**src/hw/rtl/ltbc_pkg.sv**
```systemverilog
// Types and constants of the cache directory.
package ltbc_pkg;

    typedef enum logic [1:0] {
        CMD_LOOKUP = 2'd0,
        CMD_INVAL  = 2'd1,
        CMD_CLEAR  = 2'd2,
        CMD_NONE   = 2'd3
    } cmd_t;

    typedef enum logic [2:0] {
        OUT_HIT       = 3'd0,
        OUT_INSERTED  = 3'd1,
        OUT_TOO_LARGE = 3'd2,
        OUT_REMOVED   = 3'd3,
        OUT_ABSENT    = 3'd4,
        OUT_CLEARED   = 3'd5
    } outcome_t;

    localparam logic [1:0] REG_MAX_ENTRIES = 2'd0;
    localparam logic [1:0] REG_MAX_BYTES   = 2'd1;
    localparam logic [1:0] REG_TTL_TICKS   = 2'd2;

    typedef enum logic [3:0] {
        S_IDLE,
        S_FIND,
        S_DECIDE,
        S_BUDGET,
        S_LIMIT,
        S_OLDEST,
        S_EVICT,
        S_FREE,
        S_INSERT,
        S_FINISH
    } state_t;

    typedef struct packed {
        logic [31:0] key;
        logic [31:0] tag;
        logic [31:0] last;
        logic [31:0] size;
    } row_t;

    localparam int ROW_W = $bits(row_t);

    typedef struct packed {
        logic        found;
        logic [31:0] tag;
        logic [31:0] last;
        logic [31:0] size;
        logic        best_vld;
        logic [31:0] best_size;
    } scan_res_t;

endpackage

```
**src/hw/rtl/ltbc_ram.sv**
```systemverilog
// Generic single-write, single-read RAM with registered read data.
module ltbc_ram #(
    parameter int WIDTH = 128,
    parameter int DEPTH = 16
) (
    input  logic                                 clk,
    input  logic                                 we,
    input  logic [(DEPTH > 1 ? $clog2(DEPTH) : 1)-1:0] waddr,
    input  logic [WIDTH-1:0]                     wdata,
    input  logic [(DEPTH > 1 ? $clog2(DEPTH) : 1)-1:0] raddr,
    output logic [WIDTH-1:0]                     rdata
);

    logic [WIDTH-1:0] mem [DEPTH];

    always_ff @(posedge clk)
    begin
        if (we)
        begin
            mem[waddr] <= wdata;
        end
        rdata <= mem[raddr];
    end

endmodule

```
**src/hw/rtl/ltbc_scan.sv**
```systemverilog
// Shared per-slot compare unit: key match and oldest-entry search.
module ltbc_scan
    import ltbc_pkg::*;
#(
    parameter int ENTRIES = 16
) (
    input  logic                                       clk,
    input  logic                                       rst_n,
    input  logic                                       clear,
    input  logic                                       step,
    input  logic [(ENTRIES > 1 ? $clog2(ENTRIES) : 1)-1:0] slot,
    input  logic                                       slot_valid,
    input  row_t                                       row,
    input  logic [31:0]                                key,
    input  logic [31:0]                                now,
    output scan_res_t                                  res,
    output logic [(ENTRIES > 1 ? $clog2(ENTRIES) : 1)-1:0] found_slot,
    output logic [(ENTRIES > 1 ? $clog2(ENTRIES) : 1)-1:0] best_slot
);

    localparam int IW = ENTRIES > 1 ? $clog2(ENTRIES) : 1;

    logic          found_reg, found_next;
    logic          best_vld_reg, best_vld_next;
    logic [IW-1:0] found_slot_reg;
    logic [IW-1:0] best_slot_reg;
    logic [31:0]   tag_reg, last_reg, size_reg;
    logic [31:0]   best_age_reg, best_size_reg;
    logic [31:0]   age;
    logic          match, older;

    assign age   = now - row.last;
    assign match = step && slot_valid && (row.key == key) && !found_reg;
    assign older = step && slot_valid && (!best_vld_reg || age > best_age_reg);

    always_comb
    begin
        found_next    = found_reg;
        best_vld_next = best_vld_reg;
        if (clear)
        begin
            found_next    = 1'b0;
            best_vld_next = 1'b0;
        end
        else
        begin
            if (match)
            begin
                found_next = 1'b1;
            end
            if (older)
            begin
                best_vld_next = 1'b1;
            end
        end
    end

    always_ff @(posedge clk or negedge rst_n)
    begin
        if (!rst_n)
        begin
            found_reg    <= 1'b0;
            best_vld_reg <= 1'b0;
        end
        else
        begin
            found_reg    <= found_next;
            best_vld_reg <= best_vld_next;
        end
    end

    always_ff @(posedge clk)
    begin
        if (!clear && match)
        begin
            found_slot_reg <= slot;
            tag_reg        <= row.tag;
            last_reg       <= row.last;
            size_reg       <= row.size;
        end
        if (!clear && older)
        begin
            best_slot_reg <= slot;
            best_age_reg  <= age;
            best_size_reg <= row.size;
        end
    end

    assign res.found     = found_reg;
    assign res.tag       = tag_reg;
    assign res.last      = last_reg;
    assign res.size      = size_reg;
    assign res.best_vld  = best_vld_reg;
    assign res.best_size = best_size_reg;
    assign found_slot    = found_slot_reg;
    assign best_slot     = best_slot_reg;

endmodule

```
**src/hw/rtl/lru_ttl_byte_budget_cache_unit.sv**
```systemverilog
// LRU cache directory with TTL expiry and byte budget: top level.
// A request is taken when start is high and busy is low; busy stays high until the
// result, which shows for one cycle with done and cannot be held off. Clear and the
// unused command go straight to the finish state. Lookup and invalidate walk every
// slot through the entry RAM's single read port; a miss insert adds the budget and
// limit checks, one walk of all slots per eviction, and the free-slot search and write.
module lru_ttl_byte_budget_cache_unit
    import ltbc_pkg::*;
#(
    parameter int ENTRIES = 16
) (
    input  logic        clk,
    input  logic        rst_n,
    input  logic        cfg_write,
    input  logic [1:0]  cfg_index,
    input  logic [31:0] cfg_data,
    input  logic        start,
    output logic        busy,
    input  logic [1:0]  command,
    input  logic [31:0] key,
    input  logic [31:0] path_tag,
    input  logic [31:0] model_bytes,
    input  logic [31:0] now_ticks,
    output logic        done,
    output logic [2:0]  outcome,
    output logic [4:0]  evicted_now,
    output logic [4:0]  entries_in_use,
    output logic [31:0] bytes_in_use,
    output logic [31:0] hit_total,
    output logic [31:0] miss_total,
    output logic [31:0] eviction_total
);

    localparam int IW   = ENTRIES > 1 ? $clog2(ENTRIES) : 1;
    localparam int CNTW = $clog2(ENTRIES + 1) > 0 ? $clog2(ENTRIES + 1) : 1;
    localparam logic [IW:0] IDX_END = (IW + 1)'(ENTRIES);

    state_t state_reg, state_next;

    cmd_t          cmd_reg;
    logic [31:0]   key_reg, tag_reg, size_reg, now_reg;
    logic [4:0]    max_entries_reg;
    logic [31:0]   max_bytes_reg, ttl_reg;

    logic [ENTRIES-1:0] valid_reg, valid_next;
    logic [31:0]   total_reg, total_next;
    logic [31:0]   hits_reg, hits_next;
    logic [31:0]   misses_reg, misses_next;
    logic [31:0]   evs_reg, evs_next;
    logic [CNTW-1:0] count_reg, count_next;
    logic [CNTW-1:0] evicted_reg, evicted_next;
    logic          extra_reg, extra_next;
    outcome_t      outcome_reg, outcome_next;
    logic          done_reg, done_next;
    logic [IW:0]   idx_reg, idx_next;
    logic          chk_vld_reg, chk_vld_next;
    logic [IW-1:0] chk_idx_reg, chk_idx_next;

    logic          ram_we;
    logic [IW-1:0] ram_waddr;
    row_t          ram_wrow;
    logic [ROW_W-1:0] ram_rdata;
    row_t          ram_rrow;

    logic          scan_clear;
    logic          in_scan, scan_done;
    scan_res_t     res;
    logic [IW-1:0] found_slot, best_slot;

    logic          accept, hit, over, at_limit;
    logic [31:0]   limit;

    assign accept   = start && (state_reg == S_IDLE);
    assign in_scan  = (state_reg == S_FIND) || (state_reg == S_OLDEST);
    assign scan_done = (idx_reg == IDX_END) && !chk_vld_reg;
    assign ram_rrow = row_t'(ram_rdata);
    assign hit      = res.found && ((now_reg - res.last) <= ttl_reg) && (res.tag == tag_reg);
    assign over     = ({1'b0, total_reg} + {1'b0, size_reg}) > {1'b0, max_bytes_reg};
    assign limit    = (32'(max_entries_reg) > 32'(ENTRIES)) ? 32'(ENTRIES)
                                                           : 32'(max_entries_reg);
    assign at_limit = 32'(count_reg) >= limit;

    ltbc_ram #(
        .WIDTH (ROW_W),
        .DEPTH (ENTRIES)
    ) u_ram (
        .clk   (clk),
        .we    (ram_we),
        .waddr (ram_waddr),
        .wdata (ROW_W'(ram_wrow)),
        .raddr (idx_reg[IW-1:0]),
        .rdata (ram_rdata)
    );

    ltbc_scan #(
        .ENTRIES (ENTRIES)
    ) u_scan (
        .clk        (clk),
        .rst_n      (rst_n),
        .clear      (scan_clear),
        .step       (chk_vld_reg),
        .slot       (chk_idx_reg),
        .slot_valid (valid_reg[chk_idx_reg]),
        .row        (ram_rrow),
        .key        (key_reg),
        .now        (now_reg),
        .res        (res),
        .found_slot (found_slot),
        .best_slot  (best_slot)
    );

    always_comb
    begin
        state_next = state_reg;
        unique case (state_reg)
            S_IDLE:
            begin
                if (start)
                begin
                    if (cmd_t'(command) == CMD_LOOKUP || cmd_t'(command) == CMD_INVAL)
                    begin
                        state_next = S_FIND;
                    end
                    else
                    begin
                        state_next = S_FINISH;
                    end
                end
            end
            S_FIND:
            begin
                if (scan_done)
                begin
                    state_next = S_DECIDE;
                end
            end
            S_DECIDE:
            begin
                priority if (cmd_reg != CMD_LOOKUP || hit || size_reg > max_bytes_reg)
                begin
                    state_next = S_FINISH;
                end
                else
                begin
                    state_next = S_BUDGET;
                end
            end
            S_BUDGET:
            begin
                state_next = (count_reg != '0 && over) ? S_OLDEST : S_LIMIT;
            end
            S_LIMIT:
            begin
                state_next = (count_reg != '0 && at_limit) ? S_OLDEST : S_FREE;
            end
            S_OLDEST:
            begin
                if (scan_done)
                begin
                    state_next = S_EVICT;
                end
            end
            S_EVICT:
            begin
                state_next = extra_reg ? S_FREE : S_BUDGET;
            end
            S_FREE:
            begin
                if (!valid_reg[idx_reg[IW-1:0]])
                begin
                    state_next = S_INSERT;
                end
            end
            S_INSERT:
            begin
                state_next = S_FINISH;
            end
            S_FINISH:
            begin
                state_next = S_IDLE;
            end
            default:
            begin
                state_next = S_IDLE;
            end
        endcase
    end

    always_comb
    begin
        valid_next   = valid_reg;
        total_next   = total_reg;
        hits_next    = hits_reg;
        misses_next  = misses_reg;
        evs_next     = evs_reg;
        count_next   = count_reg;
        evicted_next = evicted_reg;
        extra_next   = extra_reg;
        outcome_next = outcome_reg;
        idx_next     = idx_reg;
        chk_vld_next = 1'b0;
        chk_idx_next = chk_idx_reg;
        scan_clear   = 1'b0;
        ram_we       = 1'b0;
        ram_waddr    = found_slot;
        ram_wrow     = '{key: key_reg, tag: tag_reg, last: now_reg, size: res.size};
        done_next    = (state_reg == S_FINISH);

        if (in_scan && idx_reg != IDX_END)
        begin
            idx_next     = idx_reg + 1'b1;
            chk_vld_next = 1'b1;
            chk_idx_next = idx_reg[IW-1:0];
        end

        unique case (state_reg)
            S_IDLE:
            begin
                if (start)
                begin
                    evicted_next = '0;
                    extra_next   = 1'b0;
                    idx_next     = '0;
                    scan_clear   = 1'b1;
                    if (cmd_t'(command) == CMD_CLEAR)
                    begin
                        valid_next   = '0;
                        total_next   = '0;
                        count_next   = '0;
                        outcome_next = OUT_CLEARED;
                    end
                    else
                    begin
                        outcome_next = OUT_ABSENT;
                    end
                end
            end
            S_DECIDE:
            begin
                if (cmd_reg == CMD_LOOKUP && hit)
                begin
                    hits_next    = (hits_reg == '1) ? hits_reg : hits_reg + 1'b1;
                    outcome_next = OUT_HIT;
                    ram_we       = 1'b1;
                end
                else
                begin
                    if (res.found)
                    begin
                        valid_next[found_slot] = 1'b0;
                        total_next = total_reg - res.size;
                        count_next = count_reg - 1'b1;
                    end
                    if (cmd_reg == CMD_INVAL)
                    begin
                        outcome_next = res.found ? OUT_REMOVED : OUT_ABSENT;
                    end
                    else
                    begin
                        misses_next  = (misses_reg == '1) ? misses_reg : misses_reg + 1'b1;
                        outcome_next = (size_reg > max_bytes_reg) ? OUT_TOO_LARGE
                                                                  : OUT_INSERTED;
                    end
                end
            end
            S_BUDGET:
            begin
                idx_next   = '0;
                scan_clear = 1'b1;
            end
            S_LIMIT:
            begin
                idx_next   = '0;
                scan_clear = 1'b1;
                extra_next = 1'b1;
            end
            S_EVICT:
            begin
                valid_next[best_slot] = 1'b0;
                total_next   = total_reg - res.best_size;
                count_next   = count_reg - 1'b1;
                evicted_next = evicted_reg + 1'b1;
                evs_next     = (evs_reg == '1) ? evs_reg : evs_reg + 1'b1;
                idx_next     = '0;
            end
            S_FREE:
            begin
                if (valid_reg[idx_reg[IW-1:0]])
                begin
                    idx_next = idx_reg + 1'b1;
                end
            end
            S_INSERT:
            begin
                ram_we    = 1'b1;
                ram_waddr = idx_reg[IW-1:0];
                ram_wrow  = '{key: key_reg, tag: tag_reg, last: now_reg, size: size_reg};
                valid_next[idx_reg[IW-1:0]] = 1'b1;
                total_next = total_reg + size_reg;
                count_next = count_reg + 1'b1;
            end
            S_FIND, S_OLDEST, S_FINISH:
            begin
            end
            default:
            begin
            end
        endcase
    end

    always_ff @(posedge clk or negedge rst_n)
    begin
        if (!rst_n)
        begin
            state_reg       <= S_IDLE;
            valid_reg       <= '0;
            total_reg       <= '0;
            hits_reg        <= '0;
            misses_reg      <= '0;
            evs_reg         <= '0;
            count_reg       <= '0;
            evicted_reg     <= '0;
            extra_reg       <= 1'b0;
            outcome_reg     <= OUT_ABSENT;
            done_reg        <= 1'b0;
            idx_reg         <= '0;
            chk_vld_reg     <= 1'b0;
            max_entries_reg <= 5'd16;
            max_bytes_reg   <= 32'd268435456;
            ttl_reg         <= 32'd3600;
        end
        else
        begin
            state_reg   <= state_next;
            valid_reg   <= valid_next;
            total_reg   <= total_next;
            hits_reg    <= hits_next;
            misses_reg  <= misses_next;
            evs_reg     <= evs_next;
            count_reg   <= count_next;
            evicted_reg <= evicted_next;
            extra_reg   <= extra_next;
            outcome_reg <= outcome_next;
            done_reg    <= done_next;
            idx_reg     <= idx_next;
            chk_vld_reg <= chk_vld_next;
            if (cfg_write)
            begin
                unique case (cfg_index)
                    REG_MAX_ENTRIES: max_entries_reg <= cfg_data[4:0];
                    REG_MAX_BYTES:   max_bytes_reg   <= cfg_data;
                    REG_TTL_TICKS:   ttl_reg         <= cfg_data;
                    default:
                    begin
                    end
                endcase
            end
        end
    end

    always_ff @(posedge clk)
    begin
        chk_idx_reg <= chk_idx_next;
        if (accept)
        begin
            cmd_reg  <= cmd_t'(command);
            key_reg  <= key;
            tag_reg  <= path_tag;
            size_reg <= model_bytes;
            now_reg  <= now_ticks;
        end
    end

    assign busy           = (state_reg != S_IDLE);
    assign done           = done_reg;
    assign outcome        = outcome_reg;
    assign evicted_now    = (32'(evicted_reg) > 32'd31) ? 5'd31 : 5'(evicted_reg);
    assign entries_in_use = (32'(count_reg) > 32'd31) ? 5'd31 : 5'(count_reg);
    assign bytes_in_use   = total_reg;
    assign hit_total      = hits_reg;
    assign miss_total     = misses_reg;
    assign eviction_total = evs_reg;

endmodule

```
**config.mk**
```make
export PLATFORM = sky130hd
export DESIGN_NAME = lru_ttl_byte_budget_cache_unit
export DESIGN_NICKNAME = d
export VERILOG_FILES = /design/src/hw/rtl/ltbc_pkg.sv /design/src/hw/rtl/ltbc_ram.sv /design/src/hw/rtl/ltbc_scan.sv /design/src/hw/rtl/lru_ttl_byte_budget_cache_unit.sv
export SDC_FILE = /design/constraint.sdc
export NUM_CORES = 2
export LEC_CHECK = 0
export BUFFER_PORTS_ARGS = -buffer_cell sky130_fd_sc_hd__buf_2
export CAP_MARGIN = 20
export CORE_MARGIN = 2
export CORE_UTILIZATION = 50
export CTS_CLUSTER_SIZE = 25
export DETAILED_ROUTE_END_ITERATION = 10
export GPL_TIMING_DRIVEN = 0
export PLACE_DENSITY = 0.68
export SLEW_MARGIN = 40
export SYNTH_ARGS = -nofsm -noshare
export SYNTH_HDL_FRONTEND = slang
export SYNTH_SLANG_ARGS = --single-unit
```
**constraint.sdc**
```tcl
create_clock -name clk -period 16.8 [get_ports clk]
set_input_delay 3.36 -clock clk [delete_from_list [all_inputs] [get_ports clk]]
set_output_delay 3.36 -clock clk [all_outputs]
set_load 0.1 [all_outputs]
```
======== Word level (Yosys, flattened, before mapping) ========
Memories as Yosys holds them, arrays and structs flattened. A register that Yosys moved wholly into a read port is not among the register bits.
Index checks and enable logic that the tools add are counted.
word-level totals
  flip-flop bits (word level) ............. 542
  bits in writable memories ............... 2048
  input port bits ......................... 168
  logic and storage cells ................. 212
  memories ................................ 1
memory list
  name       words  width  read ports  clocked after memory_dff  write ports  line            RTL
  u_ram.mem  16     128    1           1                         1            ltbc_ram.sv:14  logic [WIDTH-1:0] mem [DEPTH];
cells by class
  $add $sub $neg .......................... 13
  magnitude comparators ................... 13
  eq/ne operators ......................... 28
  muxes and demuxes ....................... 64
  bitwise operators ....................... 10
  reduce and logical (&&, ||, !) cells .... 52
operators by type and width
  cell                     number
  $mux W32                 5
  $pmux W32 S4             1
  $sub A32 B32 Y32         4
  $add A32 B1 Y32 const B  3
  $eq A32 B32 Y1 const B   3
  $eq A32 B32 Y1           2
  $gt A32 B32 Y1           2
  $mux W16                 4
  $pmux W16 S4             1
  $mux W5                  9
  $pmux W4 S9              1
  $add A32 B32 Y33         1
  $gt A33 B32 Y1           1
  $add A32 B32 Y32         1
  $and A16 B16 Y16         2
  $le A32 B32 Y1           1
  $not A16 Y16             2
  $mux W4                  7
  $lt A4 B5 Y1 const B     4
  $pmux W5 S4              1
  $logic_and A1 B1 Y1      17
  $mux W1                  17
  $eq A4 B3 Y1 const B     4
  $or A16 B16 Y16          1
  other kinds (36)         86

======== Logic depth before layout (Yosys ltp) ========
  word-level depth ........................ 9
  mapped depth ............................ 26
  mapped depth without buffers ............ 25

======== Hierarchy ========
Synthesis repeated with hierarchy kept, for this count alone.
unflattened totals
  cell total of the unflattened synthesis .. 6465
  area total of the unflattened synthesis .. 111932.4 µm²
by module, submodules not included
  module                          instances  cells each  area each (µm²)
  ltbc_ram                        1          3365        79331.1
  lru_ttl_byte_budget_cache_unit  1          2479        24360.9
  ltbc_scan                       1          621         8240.4

======== Least setup slack after synthesis ========
Ideal clock, no wire load.
  path kind ............................... flip-flop to flip-flop
  start ................................... register now_reg[1]
  end ..................................... memory u_ram.mem[2][0], enable pin
  library setup time ...................... 617 ps
  arrival ................................. 10607 ps
  required time ........................... 16183 ps
  path slack .............................. 5576 ps
  cell stages (with the launch flop) ...... 24
  period minus slack after synthesis ...... 11224 ps
  path through ............................ edfxtp_1 -> ha_1 -> nor2b_1 -> o21ai_0 -> a21boi_0 -> o311ai_0 -> a21oi_1 -> o2111ai_1 -> nand3_1 -> a31o_2 -> a21oi_1 -> xnor2_1 -> ha_1 -> a21o_1 -> a21o_1 -> a21o_1 -> or4b_2 -> a211oi_1 -> o21ai_0 -> clkbuf_1 -> nor2_1 -> a32oi_1 -> or2_2 -> nor2_1
on the way
  cells in the longest elaborated chain, start to end .. 9
ends and longest elaborated chain
  what                               line                                   RTL
  start, declared                    lru_ttl_byte_budget_cache_unit.sv:41   logic [31:0] key_reg, tag_reg, size_reg, now_reg;
  start signal, assigned             lru_ttl_byte_budget_cache_unit.sv:370  now_reg <= now_ticks;
  $sub A32 B32 Y32                   lru_ttl_byte_budget_cache_unit.sv:77   assign hit = res.found && ((now_reg - res.last) <= ttl_reg) && (res.tag == tag_reg);
  $le A32 B32 Y1                     lru_ttl_byte_budget_cache_unit.sv:77
  $logic_and A1 B1 Y1 (2 in series)  lru_ttl_byte_budget_cache_unit.sv:77
  $logic_and A1 B1 Y1                lru_ttl_byte_budget_cache_unit.sv:240  if (cmd_reg == CMD_LOOKUP && hit)
  $mux W1                            lru_ttl_byte_budget_cache_unit.sv:240
  $pmux W1 S2                        lru_ttl_byte_budget_cache_unit.sv:216  unique case (state_reg)
  $mux W1                            ltbc_ram.sv:18                         if (we)
  $mux W1 (not written as such)      ltbc_ram.sv:20                         mem[waddr] <= wdata;
  end, declared                      ltbc_ram.sv:14
Every way passes these cells.

======== Worst setup path after layout ========
  start ................................... register now_reg[0]
  end ..................................... memory u_ram.mem[15][105], enable pin
The elaborated chain is that of the path after synthesis.

==> impl_metrics.yaml <==
finish:
  final_cell_mix: "edfxtp_1 (2350), mux4_2 (650), buf_2 (358)"
  registers.top_by_ff_count: "u_ram.mem"
  area_growth_pct: 18.1
  final_util_pct: 59.6
  layout_commonest_cell: "edfxtp_1"
  reg_top3: "u_ram.mem: 2048 flops, u_ram.rdata: 128 flops"
  drive_above_1_share_pct: 26.5
  largest_reg_flops: 2048
  nets: 7250
detailed_routing:
  post_drt_via_cell_ratio: 6.09
  first_pass_iters: 8
  drt_iter0_drc: 7122
  post_drt_wl_per_cell_um: 29.1
  wirelength_mm: 291
  postRouteAntennaNets: 0
  drc_errors: 0
  via_count: 60888
logic_synthesis:
  seq_area_frac_synth_pct: 71.3
  syn-mean-instance-area_um2: 18.6
  synth_area_mm2: 0.111
  ys_ff_latch: 2718
  async_flop_share_pct: 8.83
  yosysWarnings: 0
  synth_cells: 5970
  synth_area_leaders: "edfxtp_1 (64%), mux4_2 (13%), dfrtp_1 (5.3%)"
  syn_nets: 6414
  synth_top_area_share_pct: 63.6
  synth_edf_count: 2350
  yosys_most_used_dff: "edfxtp_1"
  yosysTopAreaCell: "edfxtp_1"
  ys_types: 81
placed_design:
  gp_routability_congestion: 0.908
  io_buffers: 310
  dpl.hpwl_mm: 202
  pre_cts_slack_ps: 7760
clock_network:
  cts.sinks: 2718
  cts_root_buffer: "clkbuf_16"
  cts_resized: 0
  cts_buffers: 294
  insertion_delay_ps: 950
  cts.path.max_buffers: 4
  holdBufCountCts: 0
  clkSlewWorstSetupHoldPaths_ps: 60
  cts_tree: "done"
  cts_max_level: 5
  post-cts-setup-buffers: 0
min_path:
  hold_end: "u_scan.tag_reg[24]"
  hold_class: "flop to flop"
  whs_path_depth: 0
  worstHoldStart: "u_ram.rdata[88]"
critical_path:
  cp_slowest_cell: "o311ai_0"
  cpPeakStageDelay_ps: 650
  worstRegToRegCells: 30
  crit_top_cell: "buf_16"
  required_ps: 17450
  crit_start: "now_reg[0]"
  crit_path_max_fanout: 17
  critical_path_arrival_ps: 9650
  reg2reg_from: "now_reg[0]"
  worstSetupPathType: "flop to flop"
  start_kind: "flop"
  reg2reg_to: "u_ram.mem[15][105]"
  regToRegSetupSlack_ps: 7790
  worstSetupEndpointType: "flop"
floorplan:
  die_x_um: 475
  ioPinCount: 311
  coreArea_mm2: 0.220
  die_height_um: 475
  fp-row-count: 172
  dieArea_mm2: 0.226
  start_util_pct: 50.4
job:
  maxCapViolations: 0
sta:
  fin_crit_ps: 9010
  fin_ws_ps: 7790
  finalSetupViolations: 0
  skew_ps: 86.8
  hold_viol: 0
  slew_viol_final: 0
  fmax_mhz: 111
  finalCritPeriodShare_pct: 53.6
  rsz0062_at_grt: "no"
  slew_headroom_pct: 40.2
  tightest_slew_ps: 897
global_route:
  grt_pass1_wl_mm: 421
  grt_max_degree: 75
  overflow: 0
  grt_usage_pct: 25.8
  antenna_found_initial: 14
  first_global_vias: 60974
pwr:
  power_density_mw_per_mm2: 150
  peakVddDrop_mv: 0.0976
  power.leakage_nw: 45.7
outcome:
  outcome: "complete, no violations"
[how the worst max path moves through the flow]
| stage | endpoint | slack, ps |
|---|---|---|
| global route | u_ram.mem[15][108] | 7280 |
| floorplan | u_ram.mem[2][0] | 5580 |
| finish | u_ram.mem[15][105] | 7790 |
| CTS | u_ram.mem[15][105] | 7710 |
| detailed placement | u_ram.mem[15][108] | 7760 |
| global placement | u_ram.mem[10][112] | -3640 |
[stage by stage]
stage	power, mW	cell area, µm²	std cells	setup TNS [ps]	hold WS [ps]
2_1_floorplan	11.8	111000	5970	0	386
3_3_place_gp	13.3	116000	9238	-6669280	387
3_5_place_dp	13.4	122000	9463	0	389
4_1_cts	19.8	131000	9982	0	388
5_1_grt	20.4	131000	9989	0	396
6_report	19.7	131000	9994	0	392
[worst max-delay path: cells and delay by family, from the launching register on]
kind	cells	cell delay [ps]
xor gates and xnor gates	1	140
and+or+nand+nor	6	1980
DFF	1	610
adders and majority gates	2	520
buffers and inverters	8	1870
AOI/OAI and AO/OA	13	3530
[cells by family after synthesis]
group	count (synthesis)	synth area share, %
buffers and inverters	417	1.41
DFF	2718	71.3
muxes	725	13.9
adders and majority gates	276	3.14
and+or+nand+nor	869	3.87
xor gates and xnor gates	321	2.53
AOI/OAI and AO/OA	644	3.83
[final cells by class]
class / instances / area [µm²]
antenna: 7 / 17.5
buffer: 201 / 898
clock buffer: 389 / 8120
clock inverter: 130 / 1350
fill: 15697 / 89000
inverter: 216 / 811
multi-input combinational: 2835 / 30500
sequential: 2718 / 79100
tap: 2958 / 3700
timing repair buffer: 540 / 6590
[report_power, final]
group | switching (mW) | internal [mW] | total, mW
combinational | 2.79 | 2.08 | 4.87
clock | 2.58 | 3.80 | 6.37
sequential | 0.463 | 7.96 | 8.43
total | 5.83 | 13.8 | 19.7
[per-layer routing]
layer,vias to the layer above,routed length (µm),track usage [%]
li1,25731,-,-
met4,4,8250,7.43
met5,-,23,0
met3,462,24600,4.67
met1,31805,118000,36.1
met2,2886,140000,41.7
[synth_stat cells, drive strengths merged (9+ instances only)]
cell	instances
a21o	89
nor2	152
a21oi	175
nand2b	35
nand2	266
xor2	93
a22o	11
dfxtp	128
o31ai	30
o221ai	18
a22oi	12
dfrtp	233
or3	21
xnor2	228
or4	9
mux4	650
o21bai	18
and2	14
o21ai	110
o211ai	15
o21a	34
nor2b	44
buf	63
nor4	29
edfxtp	2350
and3	48
clkbuf	138
a211oi	14
inv	216
or2	11
nand3	91
mux2	72
ha	271
nor3	54
a31oi	26
o41ai	9
nand4	71
(Power assumes the default switching activity.)
